## config.mk

```make
export PLATFORM = sky130hd
export DESIGN_NAME = fcfs_schedule_timing_flat
export DESIGN_NICKNAME = d
export VERILOG_FILES = /design/src/fcfs_pkg.sv /design/src/fcfs_intf.sv /design/src/fcfs_ctrl.sv /design/src/fcfs_dpath.sv /design/src/fcfs_schedule_timing.sv /design/src/flat_wrapper.sv
export SDC_FILE = /design/constraint.sdc
export NUM_CORES = 1
export LEC_CHECK = 0
export ABC_AREA = 1
export BUFFER_PORTS_ARGS = -buffer_cell sky130_fd_sc_hd__buf_2
export CAP_MARGIN = 10
export CORE_MARGIN = 10
export CORE_UTILIZATION = 56
export DETAILED_ROUTE_END_ITERATION = 10
export MAX_ROUTING_LAYER = met4
export PLACE_DENSITY = 0.72
export SYNTH_ARGS = -nofsm -noshare
export SYNTH_HDL_FRONTEND = slang
export SYNTH_SLANG_ARGS = --single-unit
```

## constraint.sdc

```tcl
create_clock -name clock -period 3.5 [get_ports clock]
set_clock_uncertainty 0.15 [all_clocks]
set_input_delay 0.35 -clock clock [delete_from_list [all_inputs] [get_ports clock]]
set_output_delay 0.35 -clock clock [all_outputs]
set_load 0.005 [all_outputs]
```

## src/fcfs_pkg.sv

```systemverilog
`timescale 1ns / 1ps

package fcfs_pkg;

   // Default sizing of the job store and of the time fields
   localparam int MAX_PROCESSES_DEF = 16;
   localparam int TIME_BITS_DEF     = 16;

   // Fixed transaction field widths
   localparam int ARRIVAL_W    = 16;
   localparam int BURST_W      = 16;
   localparam int JOB_INDEX_W  = 4;
   localparam int COMPLETION_W = 21;
   localparam int TURNAROUND_W = 20;
   localparam int WAITING_W    = 20;
   localparam int TOTAL_W      = 24;

   typedef enum logic [2:0] {
      ST_LOAD,
      ST_SCAN,
      ST_DRAIN,
      ST_CALC,
      ST_EMIT
   } fsm_state_type;

   // Controller to datapath
   typedef struct packed {
      logic load;
      logic scan_rd;
      logic calc;
      logic emit;
   } dp_cmd_type;

   // Datapath to controller
   typedef struct packed {
      logic scan_last;
      logic out_free;
      logic final_res;
   } dp_status_type;

   typedef struct packed {
      logic [JOB_INDEX_W-1:0]  job_index;
      logic [COMPLETION_W-1:0] completion;
      logic [TURNAROUND_W-1:0] turnaround;
      logic [WAITING_W-1:0]    waiting;
      logic [TOTAL_W-1:0]      total_turnaround;
      logic [TOTAL_W-1:0]      total_waiting;
      logic                    last_result;
   } rsp_payload_type;

endpackage

```

## src/fcfs_intf.sv

```systemverilog
`timescale 1ns / 1ps

interface fcfs_req_if;
   import fcfs_pkg::*;

   logic                 valid;
   logic                 ready;
   logic [ARRIVAL_W-1:0] arrival;
   logic [BURST_W-1:0]   burst;
   logic                 last_job;

   modport source (output valid, output arrival, output burst, output last_job, input ready);
   modport sink   (input valid, input arrival, input burst, input last_job, output ready);
endinterface

interface fcfs_rsp_if;
   import fcfs_pkg::*;

   logic                    valid;
   logic                    ready;
   logic [JOB_INDEX_W-1:0]  job_index;
   logic [COMPLETION_W-1:0] completion;
   logic [TURNAROUND_W-1:0] turnaround;
   logic [WAITING_W-1:0]    waiting;
   logic [TOTAL_W-1:0]      total_turnaround;
   logic [TOTAL_W-1:0]      total_waiting;
   logic                    last_result;

   modport source (
      output valid, output job_index, output completion, output turnaround,
      output waiting, output total_turnaround, output total_waiting,
      output last_result, input ready
   );
   modport sink (
      input valid, input job_index, input completion, input turnaround,
      input waiting, input total_turnaround, input total_waiting,
      input last_result, output ready
   );
endinterface

```

## src/fcfs_ctrl.sv

```systemverilog
`timescale 1ns / 1ps

module fcfs_ctrl (
   input  logic                     clock,
   input  logic                     reset,
   input  logic                     req_valid,
   input  logic                     req_last_job,
   output logic                     req_ready,
   input  fcfs_pkg::dp_status_type  status,
   output fcfs_pkg::dp_cmd_type     cmd
);
   import fcfs_pkg::*;

   fsm_state_type state_ff;
   fsm_state_type state_in;

   // Hold the state
   always_ff @(posedge clock) begin
      if (reset) begin
         state_ff <= ST_LOAD;
      end else begin
         state_ff <= state_in;
      end
   end

   // Sequence loading, scanning, timing and emitting
   always_comb begin
      state_in  = state_ff;
      cmd       = '0;
      req_ready = 1'b0;
      case (state_ff)
         ST_LOAD: begin
            req_ready = 1'b1;
            if (req_valid) begin
               cmd.load = 1'b1;
               if (req_last_job) begin
                  state_in = ST_SCAN;
               end
            end
         end
         ST_SCAN: begin
            cmd.scan_rd = 1'b1;
            if (status.scan_last) begin
               state_in = ST_DRAIN;
            end
         end
         ST_DRAIN: begin
            // last read is compared in this cycle
            state_in = ST_CALC;
         end
         ST_CALC: begin
            cmd.calc = 1'b1;
            state_in = ST_EMIT;
         end
         ST_EMIT: begin
            if (status.out_free) begin
               cmd.emit = 1'b1;
               state_in = status.final_res ? ST_LOAD : ST_SCAN;
            end
         end
         default: begin
            state_in = ST_LOAD;
         end
      endcase
   end

endmodule

```

## src/fcfs_dpath.sv

```systemverilog
`timescale 1ns / 1ps

module fcfs_dpath #(
   parameter int MAX_PROCESSES = fcfs_pkg::MAX_PROCESSES_DEF,
   parameter int TIME_BITS     = fcfs_pkg::TIME_BITS_DEF
) (
   input  logic                              clock,
   input  logic                              reset,
   input  fcfs_pkg::dp_cmd_type              cmd,
   output fcfs_pkg::dp_status_type           status,
   input  logic [fcfs_pkg::ARRIVAL_W-1:0]    arrival,
   input  logic [fcfs_pkg::BURST_W-1:0]      burst,
   input  logic                              rsp_ready,
   output logic                              rsp_valid,
   output fcfs_pkg::rsp_payload_type         rsp_data
);
   import fcfs_pkg::*;

   localparam int IDX_W   = $clog2(MAX_PROCESSES);
   localparam int CNT_W   = $clog2(MAX_PROCESSES + 1);
   localparam int CLK_W   = TIME_BITS + $clog2(MAX_PROCESSES) + 1;
   localparam int ENTRY_W = 2 * TIME_BITS;

   logic [ENTRY_W-1:0]       job_mem [MAX_PROCESSES];
   logic [ENTRY_W-1:0]       mem_q_ff;

   logic [CNT_W-1:0]         count_ff, count_in;
   logic [CNT_W-1:0]         res_count_ff, res_count_in;
   logic [IDX_W-1:0]         scan_idx_ff, scan_idx_in;
   logic                     rd_valid_ff;
   logic [IDX_W-1:0]         rd_idx_ff;
   logic                     found_ff, found_in;
   logic [TIME_BITS-1:0]     best_arr_ff, best_arr_in;
   logic [TIME_BITS-1:0]     best_bur_ff, best_bur_in;
   logic [IDX_W-1:0]         best_idx_ff, best_idx_in;
   logic [MAX_PROCESSES-1:0] served_ff, served_in;
   logic [CLK_W-1:0]         clock_ff, clock_in;
   logic [CLK_W-1:0]         start_ff, start_in;
   logic [TOTAL_W-1:0]       sum_tat_ff, sum_tat_in;
   logic [TOTAL_W-1:0]       sum_wt_ff, sum_wt_in;
   logic                     rsp_valid_ff, rsp_valid_in;
   rsp_payload_type          rsp_data_ff, rsp_data_in;

   logic [TIME_BITS-1:0]     arr_t, bur_t;
   logic [TIME_BITS-1:0]     q_arr, q_bur;
   logic                     full;
   logic [CLK_W-1:0]         best_arr_w;
   logic [CLK_W-1:0]         start_w;
   logic [CLK_W-1:0]         tat_w;
   logic [CLK_W-1:0]         wt_w;

   assign arr_t      = TIME_BITS'(arrival);
   assign bur_t      = TIME_BITS'(burst);
   assign q_arr      = mem_q_ff[ENTRY_W-1:TIME_BITS];
   assign q_bur      = mem_q_ff[TIME_BITS-1:0];
   assign full       = (count_ff == CNT_W'(MAX_PROCESSES));
   assign best_arr_w = CLK_W'(best_arr_ff);
   assign start_w    = (clock_ff > best_arr_w) ? clock_ff : best_arr_w;
   assign tat_w      = clock_ff - best_arr_w;
   assign wt_w       = start_ff - best_arr_w;

   assign status.scan_last = ((CNT_W'(scan_idx_ff) + CNT_W'(1)) == count_ff);
   assign status.out_free  = !rsp_valid_ff || rsp_ready;
   assign status.final_res = ((res_count_ff + CNT_W'(1)) == count_ff);

   assign rsp_valid = rsp_valid_ff;
   assign rsp_data  = rsp_data_ff;

   // Job store: write at the fill position, read one entry per scan cycle
   always_ff @(posedge clock) begin
      if (cmd.load && !full) begin
         job_mem[count_ff[IDX_W-1:0]] <= {arr_t, bur_t};
      end
      if (cmd.scan_rd) begin
         mem_q_ff <= job_mem[scan_idx_ff];
      end
   end

   always_comb begin
      count_in     = count_ff;
      res_count_in = res_count_ff;
      scan_idx_in  = scan_idx_ff;
      found_in     = found_ff;
      best_arr_in  = best_arr_ff;
      best_bur_in  = best_bur_ff;
      best_idx_in  = best_idx_ff;
      served_in    = served_ff;
      clock_in     = clock_ff;
      start_in     = start_ff;
      sum_tat_in   = sum_tat_ff;
      sum_wt_in    = sum_wt_ff;
      rsp_valid_in = rsp_valid_ff && !rsp_ready;
      rsp_data_in  = rsp_data_ff;

      // Advance the fill count; drop a job once the store is full
      if (cmd.load && !full) begin
         count_in = count_ff + CNT_W'(1);
      end

      // Advance the scan address
      if (cmd.scan_rd) begin
         scan_idx_in = scan_idx_ff + IDX_W'(1);
      end

      // Keep the earliest unserved job; strict compare keeps the lowest index on ties
      if (rd_valid_ff && !served_ff[rd_idx_ff] && (!found_ff || q_arr < best_arr_ff)) begin
         found_in    = 1'b1;
         best_arr_in = q_arr;
         best_bur_in = q_bur;
         best_idx_in = rd_idx_ff;
      end

      // Start at arrival if idle, then run the burst; rearm the scan
      if (cmd.calc) begin
         start_in    = start_w;
         clock_in    = start_w + CLK_W'(best_bur_ff);
         scan_idx_in = '0;
         found_in    = 1'b0;
      end

      // Load the result register and update the running totals
      if (cmd.emit) begin
         sum_tat_in                   = sum_tat_ff + TOTAL_W'(tat_w);
         sum_wt_in                    = sum_wt_ff + TOTAL_W'(wt_w);
         rsp_valid_in                 = 1'b1;
         rsp_data_in.job_index        = JOB_INDEX_W'(best_idx_ff);
         rsp_data_in.completion       = COMPLETION_W'(clock_ff);
         rsp_data_in.turnaround       = TURNAROUND_W'(tat_w);
         rsp_data_in.waiting          = WAITING_W'(wt_w);
         rsp_data_in.total_turnaround = sum_tat_in;
         rsp_data_in.total_waiting    = sum_wt_in;
         rsp_data_in.last_result      = status.final_res;
         served_in[best_idx_ff]       = 1'b1;
         res_count_in                 = res_count_ff + CNT_W'(1);
         // Clear the set after its final job
         if (status.final_res) begin
            count_in     = '0;
            res_count_in = '0;
            served_in    = '0;
            clock_in     = '0;
            sum_tat_in   = '0;
            sum_wt_in    = '0;
         end
      end
   end

   // Control state
   always_ff @(posedge clock) begin
      if (reset) begin
         count_ff     <= '0;
         res_count_ff <= '0;
         scan_idx_ff  <= '0;
         rd_valid_ff  <= 1'b0;
         found_ff     <= 1'b0;
         served_ff    <= '0;
         clock_ff     <= '0;
         sum_tat_ff   <= '0;
         sum_wt_ff    <= '0;
         rsp_valid_ff <= 1'b0;
      end else begin
         count_ff     <= count_in;
         res_count_ff <= res_count_in;
         scan_idx_ff  <= scan_idx_in;
         rd_valid_ff  <= cmd.scan_rd;
         found_ff     <= found_in;
         served_ff    <= served_in;
         clock_ff     <= clock_in;
         sum_tat_ff   <= sum_tat_in;
         sum_wt_ff    <= sum_wt_in;
         rsp_valid_ff <= rsp_valid_in;
      end
   end

   // Payload
   always_ff @(posedge clock) begin
      rd_idx_ff   <= scan_idx_ff;
      best_arr_ff <= best_arr_in;
      best_bur_ff <= best_bur_in;
      best_idx_ff <= best_idx_in;
      start_ff    <= start_in;
      rsp_data_ff <= rsp_data_in;
   end

endmodule

```

## src/fcfs_schedule_timing.sv

```systemverilog
`timescale 1ns / 1ps
// Channel    Dir  Handshake      Payload
// req_chan   in   valid/ready    arrival, burst, last_job
// rsp_chan   out  valid/ready    job_index, completion, turnaround, waiting,
//                                total_turnaround, total_waiting, last_result
//
// Jobs load back to back. After the job marked last, each result takes N reads
// of the single-port job store for N held jobs to find the earliest unserved
// arrival, then one compare drain, one time update and one emit.
// Reset is synchronous and clears all control state; the store needs no clearing.
// An emit waits while the result register holds an untaken transaction; no new
// job is taken until the last result of the set is in the result register.

module fcfs_schedule_timing #(
   parameter int MAX_PROCESSES = fcfs_pkg::MAX_PROCESSES_DEF,
   parameter int TIME_BITS     = fcfs_pkg::TIME_BITS_DEF
) (
   input logic        clock,
   input logic        reset,
   fcfs_req_if.sink   req_chan,
   fcfs_rsp_if.source rsp_chan
);
   import fcfs_pkg::*;

   dp_cmd_type      cmd;
   dp_status_type   status;
   rsp_payload_type rsp_data;

   fcfs_ctrl u_ctrl (
      .clock        (clock),
      .reset        (reset),
      .req_valid    (req_chan.valid),
      .req_last_job (req_chan.last_job),
      .req_ready    (req_chan.ready),
      .status       (status),
      .cmd          (cmd)
   );

   fcfs_dpath #(
      .MAX_PROCESSES (MAX_PROCESSES),
      .TIME_BITS     (TIME_BITS)
   ) u_dpath (
      .clock     (clock),
      .reset     (reset),
      .cmd       (cmd),
      .status    (status),
      .arrival   (req_chan.arrival),
      .burst     (req_chan.burst),
      .rsp_ready (rsp_chan.ready),
      .rsp_valid (rsp_chan.valid),
      .rsp_data  (rsp_data)
   );

   // Drive the result channel from the result register
   assign rsp_chan.job_index        = rsp_data.job_index;
   assign rsp_chan.completion       = rsp_data.completion;
   assign rsp_chan.turnaround       = rsp_data.turnaround;
   assign rsp_chan.waiting          = rsp_data.waiting;
   assign rsp_chan.total_turnaround = rsp_data.total_turnaround;
   assign rsp_chan.total_waiting    = rsp_data.total_waiting;
   assign rsp_chan.last_result      = rsp_data.last_result;

endmodule

```

## src/flat_wrapper.sv

```systemverilog
// flat-port wrapper written by rule: the top's interface ports become plain ports
module fcfs_schedule_timing_flat import fcfs_pkg::*;
#(
   parameter int MAX_PROCESSES = fcfs_pkg::MAX_PROCESSES_DEF,
   parameter int TIME_BITS     = fcfs_pkg::TIME_BITS_DEF
)
  (clock, reset, req_chan_valid, req_chan_arrival, req_chan_burst, req_chan_last_job, req_chan_ready, rsp_chan_valid, rsp_chan_job_index, rsp_chan_completion, rsp_chan_turnaround, rsp_chan_waiting, rsp_chan_total_turnaround, rsp_chan_total_waiting, rsp_chan_last_result, rsp_chan_ready);
  fcfs_req_if req_chan_i ();
  fcfs_rsp_if rsp_chan_i ();
  input logic clock;
  input logic reset;
  input wire logic [$bits(req_chan_i.valid)-1:0] req_chan_valid;
  input wire logic [$bits(req_chan_i.arrival)-1:0] req_chan_arrival;
  input wire logic [$bits(req_chan_i.burst)-1:0] req_chan_burst;
  input wire logic [$bits(req_chan_i.last_job)-1:0] req_chan_last_job;
  output wire logic [$bits(req_chan_i.ready)-1:0] req_chan_ready;
  output wire logic [$bits(rsp_chan_i.valid)-1:0] rsp_chan_valid;
  output wire logic [$bits(rsp_chan_i.job_index)-1:0] rsp_chan_job_index;
  output wire logic [$bits(rsp_chan_i.completion)-1:0] rsp_chan_completion;
  output wire logic [$bits(rsp_chan_i.turnaround)-1:0] rsp_chan_turnaround;
  output wire logic [$bits(rsp_chan_i.waiting)-1:0] rsp_chan_waiting;
  output wire logic [$bits(rsp_chan_i.total_turnaround)-1:0] rsp_chan_total_turnaround;
  output wire logic [$bits(rsp_chan_i.total_waiting)-1:0] rsp_chan_total_waiting;
  output wire logic [$bits(rsp_chan_i.last_result)-1:0] rsp_chan_last_result;
  input wire logic [$bits(rsp_chan_i.ready)-1:0] rsp_chan_ready;
  assign req_chan_i.valid = req_chan_valid;
  assign req_chan_i.arrival = req_chan_arrival;
  assign req_chan_i.burst = req_chan_burst;
  assign req_chan_i.last_job = req_chan_last_job;
  assign req_chan_ready = req_chan_i.ready;
  assign rsp_chan_valid = rsp_chan_i.valid;
  assign rsp_chan_job_index = rsp_chan_i.job_index;
  assign rsp_chan_completion = rsp_chan_i.completion;
  assign rsp_chan_turnaround = rsp_chan_i.turnaround;
  assign rsp_chan_waiting = rsp_chan_i.waiting;
  assign rsp_chan_total_turnaround = rsp_chan_i.total_turnaround;
  assign rsp_chan_total_waiting = rsp_chan_i.total_waiting;
  assign rsp_chan_last_result = rsp_chan_i.last_result;
  assign rsp_chan_i.ready = rsp_chan_ready;
  fcfs_schedule_timing #(.MAX_PROCESSES(MAX_PROCESSES), .TIME_BITS(TIME_BITS)) u_core (.clock(clock), .reset(reset), .req_chan(req_chan_i), .rsp_chan(rsp_chan_i));
endmodule
```

==> results.cfg <==
[global_routing]
grt_usage_pct = 25.4
grt_max_degree = 123
antenna_found_initial = 6
first_global_vias = 26500
overflow = 0
grt_pass1_wl_mm = 150

[route]
first_iter_violations = 2638
vias_per_cell = 5.73
ant_nets = 0
avgRoutedWirePerCell_um = 20.6
route.detailed.drc = 0
dr.pass1.iters = 6
vias = 28100
drt-total-wl_mm = 101

[logic_synthesis]
synth_area_sq_um = 37400
syn_nets = 3589
seq_area_frac_synth_pct = 63.3
synth_seq_cells = 824
yosys_warnings = 0
synthCells = 3436
avgSynthCellArea_sq_um = 10.9
ys_types = 51

[floorplanning]
ioPinCount = 153
design.core.area_sq_um = 66000
start_util_pct = 56.7
die_w_um = 278
dieArea_sq_um = 77500
rows = 94
die_h_um = 278

[worst_setup_path]
worst-setup-path-type = flop to flop
cp_max_fo = 5
r2r-start = u_core.u_dpath.best_arr_ff[8]$_DFFE_PP_
r2r_cells = 22
startpoint_type = flop
crit_arrival_ps = 3880
r2r_slack_ps = -20
regToRegEndpoint = u_core.u_dpath.clock_ff[13]$_SDFF_PP0_
cp.required_ps = 3860
endpoint_kind = flop

[power_and_ir_drop]
finalPower_w = 0.0332
p_sw_share_pct = 33.8
pwr-share-comb_pct = 34.2
p_leak_nw = 18.2
cellInternalPower_w = 0.0220
switchingPower_w = 0.0112
p_seq_share_pct = 37.2
vdd_drop_max_mv = 0.440
power.density_nw_per_um2 = 694
p_clk_share_pct = 28.6

[final_layout]
n_fill_cell = 4395
layout_common_cells = edfxtp_1, nand2_1, buf_4
syn_to_final_growth_pct = 28.0
layout-drive-gt1-share_pct = 28.7
layout.nets = 4113
final_common_cell = edfxtp_1
final_cells = 4900

[clock_tree]
insertion_delay_ps = 660
cts_max_path_buffers = 3
cts_buffers = 84
cts-root-buf = clkbuf_16
clkTransAtPathRegs_ps = 60
cts_tree = done
htreeDepth = 3
clkSinkCount = 824

[place]
place_inst = 4629
portBuffers = 152
gp_congestion = 0.984
hpwl_mm = 63.6
place_ws_ps = -246

[worst_hold_path]
hold_end = u_core.u_ctrl.state_ff[1]$_SDFFE_PP0P_
min_delay_path_depth = 5
min_from = req_chan_valid
hp-class = input pin to flop

[sta]
final_hold_viol_count = 0
finalMaxSlewViolations = 0
finalCriticalPeriod_ps = 3520
rsz0062_at_grt = true
setup_ws_ps = -17.7
finalSetupViolCount = 2
timing.hold.ws_ps = 42.6
period_share_pct = 101
tightest_slew_ps = 911
relSlewSlack_pct = 39.2
max_freq_mhz = 284

[status]
status = finished with violations
violations = setup timing

[run]
drv_cap = 0
[Yosys cell counts, drive strengths merged]
master | number | area [sq um]
nand3b | 7 | 52.6
o32ai | 29 | 254
o22ai | 5 | 31.3
o31ai | 3 | 22.5
clkbuf | 79 | 308
nor2 | 387 | 1490
clkinv | 2 | 7.51
and2 | 4 | 25.0
a21o | 5 | 37.5
nor3b | 1 | 7.51
xnor2 | 15 | 131
buf | 56 | 355
a21oi | 162 | 811
a21boi | 1 | 7.51
mux2i | 97 | 971
dfxtp | 109 | 2180
a211o | 1 | 8.76
o211ai | 42 | 315
o21ai | 172 | 861
a211oi | 1 | 7.51
or2 | 2 | 12.5
o221ai | 97 | 850
fa | 5 | 100
ha | 111 | 1390
inv | 297 | 1110
nand4 | 31 | 194
xor2 | 52 | 455
o21a | 1 | 7.51
nor4 | 3 | 18.8
nand2 | 745 | 2820
nand3 | 167 | 856
nor3 | 20 | 136
o21bai | 2 | 15.0
and3 | 1 | 6.26
a41oi | 1 | 8.76
a31oi | 7 | 43.8
edfxtp | 715 | 21500
o31a | 1 | 8.76
[worst max-delay path by stage]
stage / endpoint / depth (start not counted) / slack, ps / from
floorplan: u_core.u_dpath.clock_ff[16]$_SDFF_PP0_ / 25 / 10 / u_core.u_dpath.best_arr_ff[8]$_DFFE_PP_
global placement: u_core.u_dpath.sum_wt_ff[22]$_SDFFE_PP0P_ / 22 / -300 / u_core.u_dpath.best_arr_ff[13]$_DFFE_PP_
detailed placement: u_core.u_dpath.sum_wt_ff[22]$_SDFFE_PP0P_ / 22 / -250 / u_core.u_dpath.best_arr_ff[13]$_DFFE_PP_
CTS: u_core.u_dpath.sum_wt_ff[21]$_SDFFE_PP0P_ / 20 / -20 / u_core.u_dpath.best_arr_ff[1]$_DFFE_PP_
global route: u_core.u_dpath.clock_ff[7]$_SDFF_PP0_ / 22 / -210 / u_core.u_dpath.best_arr_ff[9]$_DFFE_PP_
finish: u_core.u_dpath.clock_ff[13]$_SDFF_PP0_ / 22 / -20 / u_core.u_dpath.best_arr_ff[8]$_DFFE_PP_
[cell type report]
type / count / area (sq um) / area share [%]
Tap cell: 864 / 1080 / 2.26
Clock buffer: 100 / 2250 / 4.69
Sequential cell: 824 / 23700 / 49.4
Clock inverter: 58 / 722 / 1.51
Inverter: 299 / 1130 / 2.36
Multi-Input combinational cell: 2178 / 14600 / 30.5
Antenna cell: 4 / 10.0 / 0.0209
Timing Repair Buffer: 573 / 4400 / 9.19
[metal layers]
| layer | GRT usage (%) | share of wire, % | vias to the layer above |
|---|---|---|---|
| met3 | 3.62 | 6.6 | 239 |
| met2 | 42.0 | 50 | 1098 |
| met4 | 8.64 | 3.5 | 0 |
| li1 | - | - | 13100 |
| met1 | 31.8 | 40 | 13600 |
| met5 | - | 0 | - |
[worst max-delay path, stage by stage, from the launching register on]
cell and delay [ps]:
edfxtp_1 430, inv_2 130, ha_4 230, a21oi_4 160, o21ai_2 80, nand2_1 60
nand3_1 90, nand2_1 130, nand3_4 150, buf_6 160, buf_4 140, nand3_1 100
nand2_2 100, ha_4 330, nand2_1 110, nor2_2 150, nand2_1 70, nand3_2 100
nand4_1 160, nand3_1 130, nand2_1 50, nor2_1 100, nor2_1 50
[sequential cells by signal, summed over array words and instances (netlist names), 5 cells and up]
| register | cells |
|---|---|
| u_core.u_dpath.count_ff | 5 |
| u_core.u_dpath.rsp_data | 114 |
| u_core.u_dpath.start_ff | 21 |
| u_core.u_dpath.clock_ff | 21 |
| u_core.u_dpath.served_ff | 16 |
| u_core.u_dpath.sum_wt_ff | 24 |
| u_core.u_dpath.job_mem | 512 |
| u_core.u_dpath.best_arr_ff | 16 |
| u_core.u_dpath.res_count_ff | 5 |
| u_core.u_dpath.mem_q_ff | 32 |
| u_core.u_dpath.best_bur_ff | 16 |
| u_core.u_dpath.sum_tat_ff | 24 |
[through the flow]
step | setup TNS [ps] | cell area, sq um | utilization (%)
3_3_place_gp | -4840 | 41300 | 62.6
2_1_floorplan | 0 | 37400 | -
6_report | -23.6 | 47900 | 72.5
3_5_place_dp | -6360 | 41300 | 62.6
5_1_grt | -4920 | 47900 | 72.5
4_1_cts | -25.3 | 45400 | 68.9
[logic make-up after synthesis]
| kind of cell | share of synthesized area, % |
|---|---|
| compound gates | 8.80 |
| simple gates | 15.0 |
| fa+ha+maj | 3.98 |
| mux | 2.60 |
| flops | 63.3 |
| xor+xnor | 1.57 |
| buf+inv | 4.78 |
[power by group through the flow]
stage	Sequential, W	Combinational [W]	Clock (W)
after global routing	0.0124	0.0122	0.0100
final	0.0124	0.0114	0.00949
after global placement	0.0125	0.00902	0
after floorplan	0.0122	0.00553	0
after CTS	0.0123	0.00964	0.00960
after detailed placement	0.0125	0.00912	0
[timing repair]
| item | CTS | global route |
|---|---|---|
| hold endpoints to repair | 515 | 0 |
| pin swaps | 31 | 187 |
| buffers inserted | 17 | 58 |
| endpoints found under the setup margin | 69 | 85 |
| cloned | 0 | 1 |
| hold buffers | 34 | 0 |
| gates resized for setup | 131 | 454 |
Power figures use the tool's default switching activity.
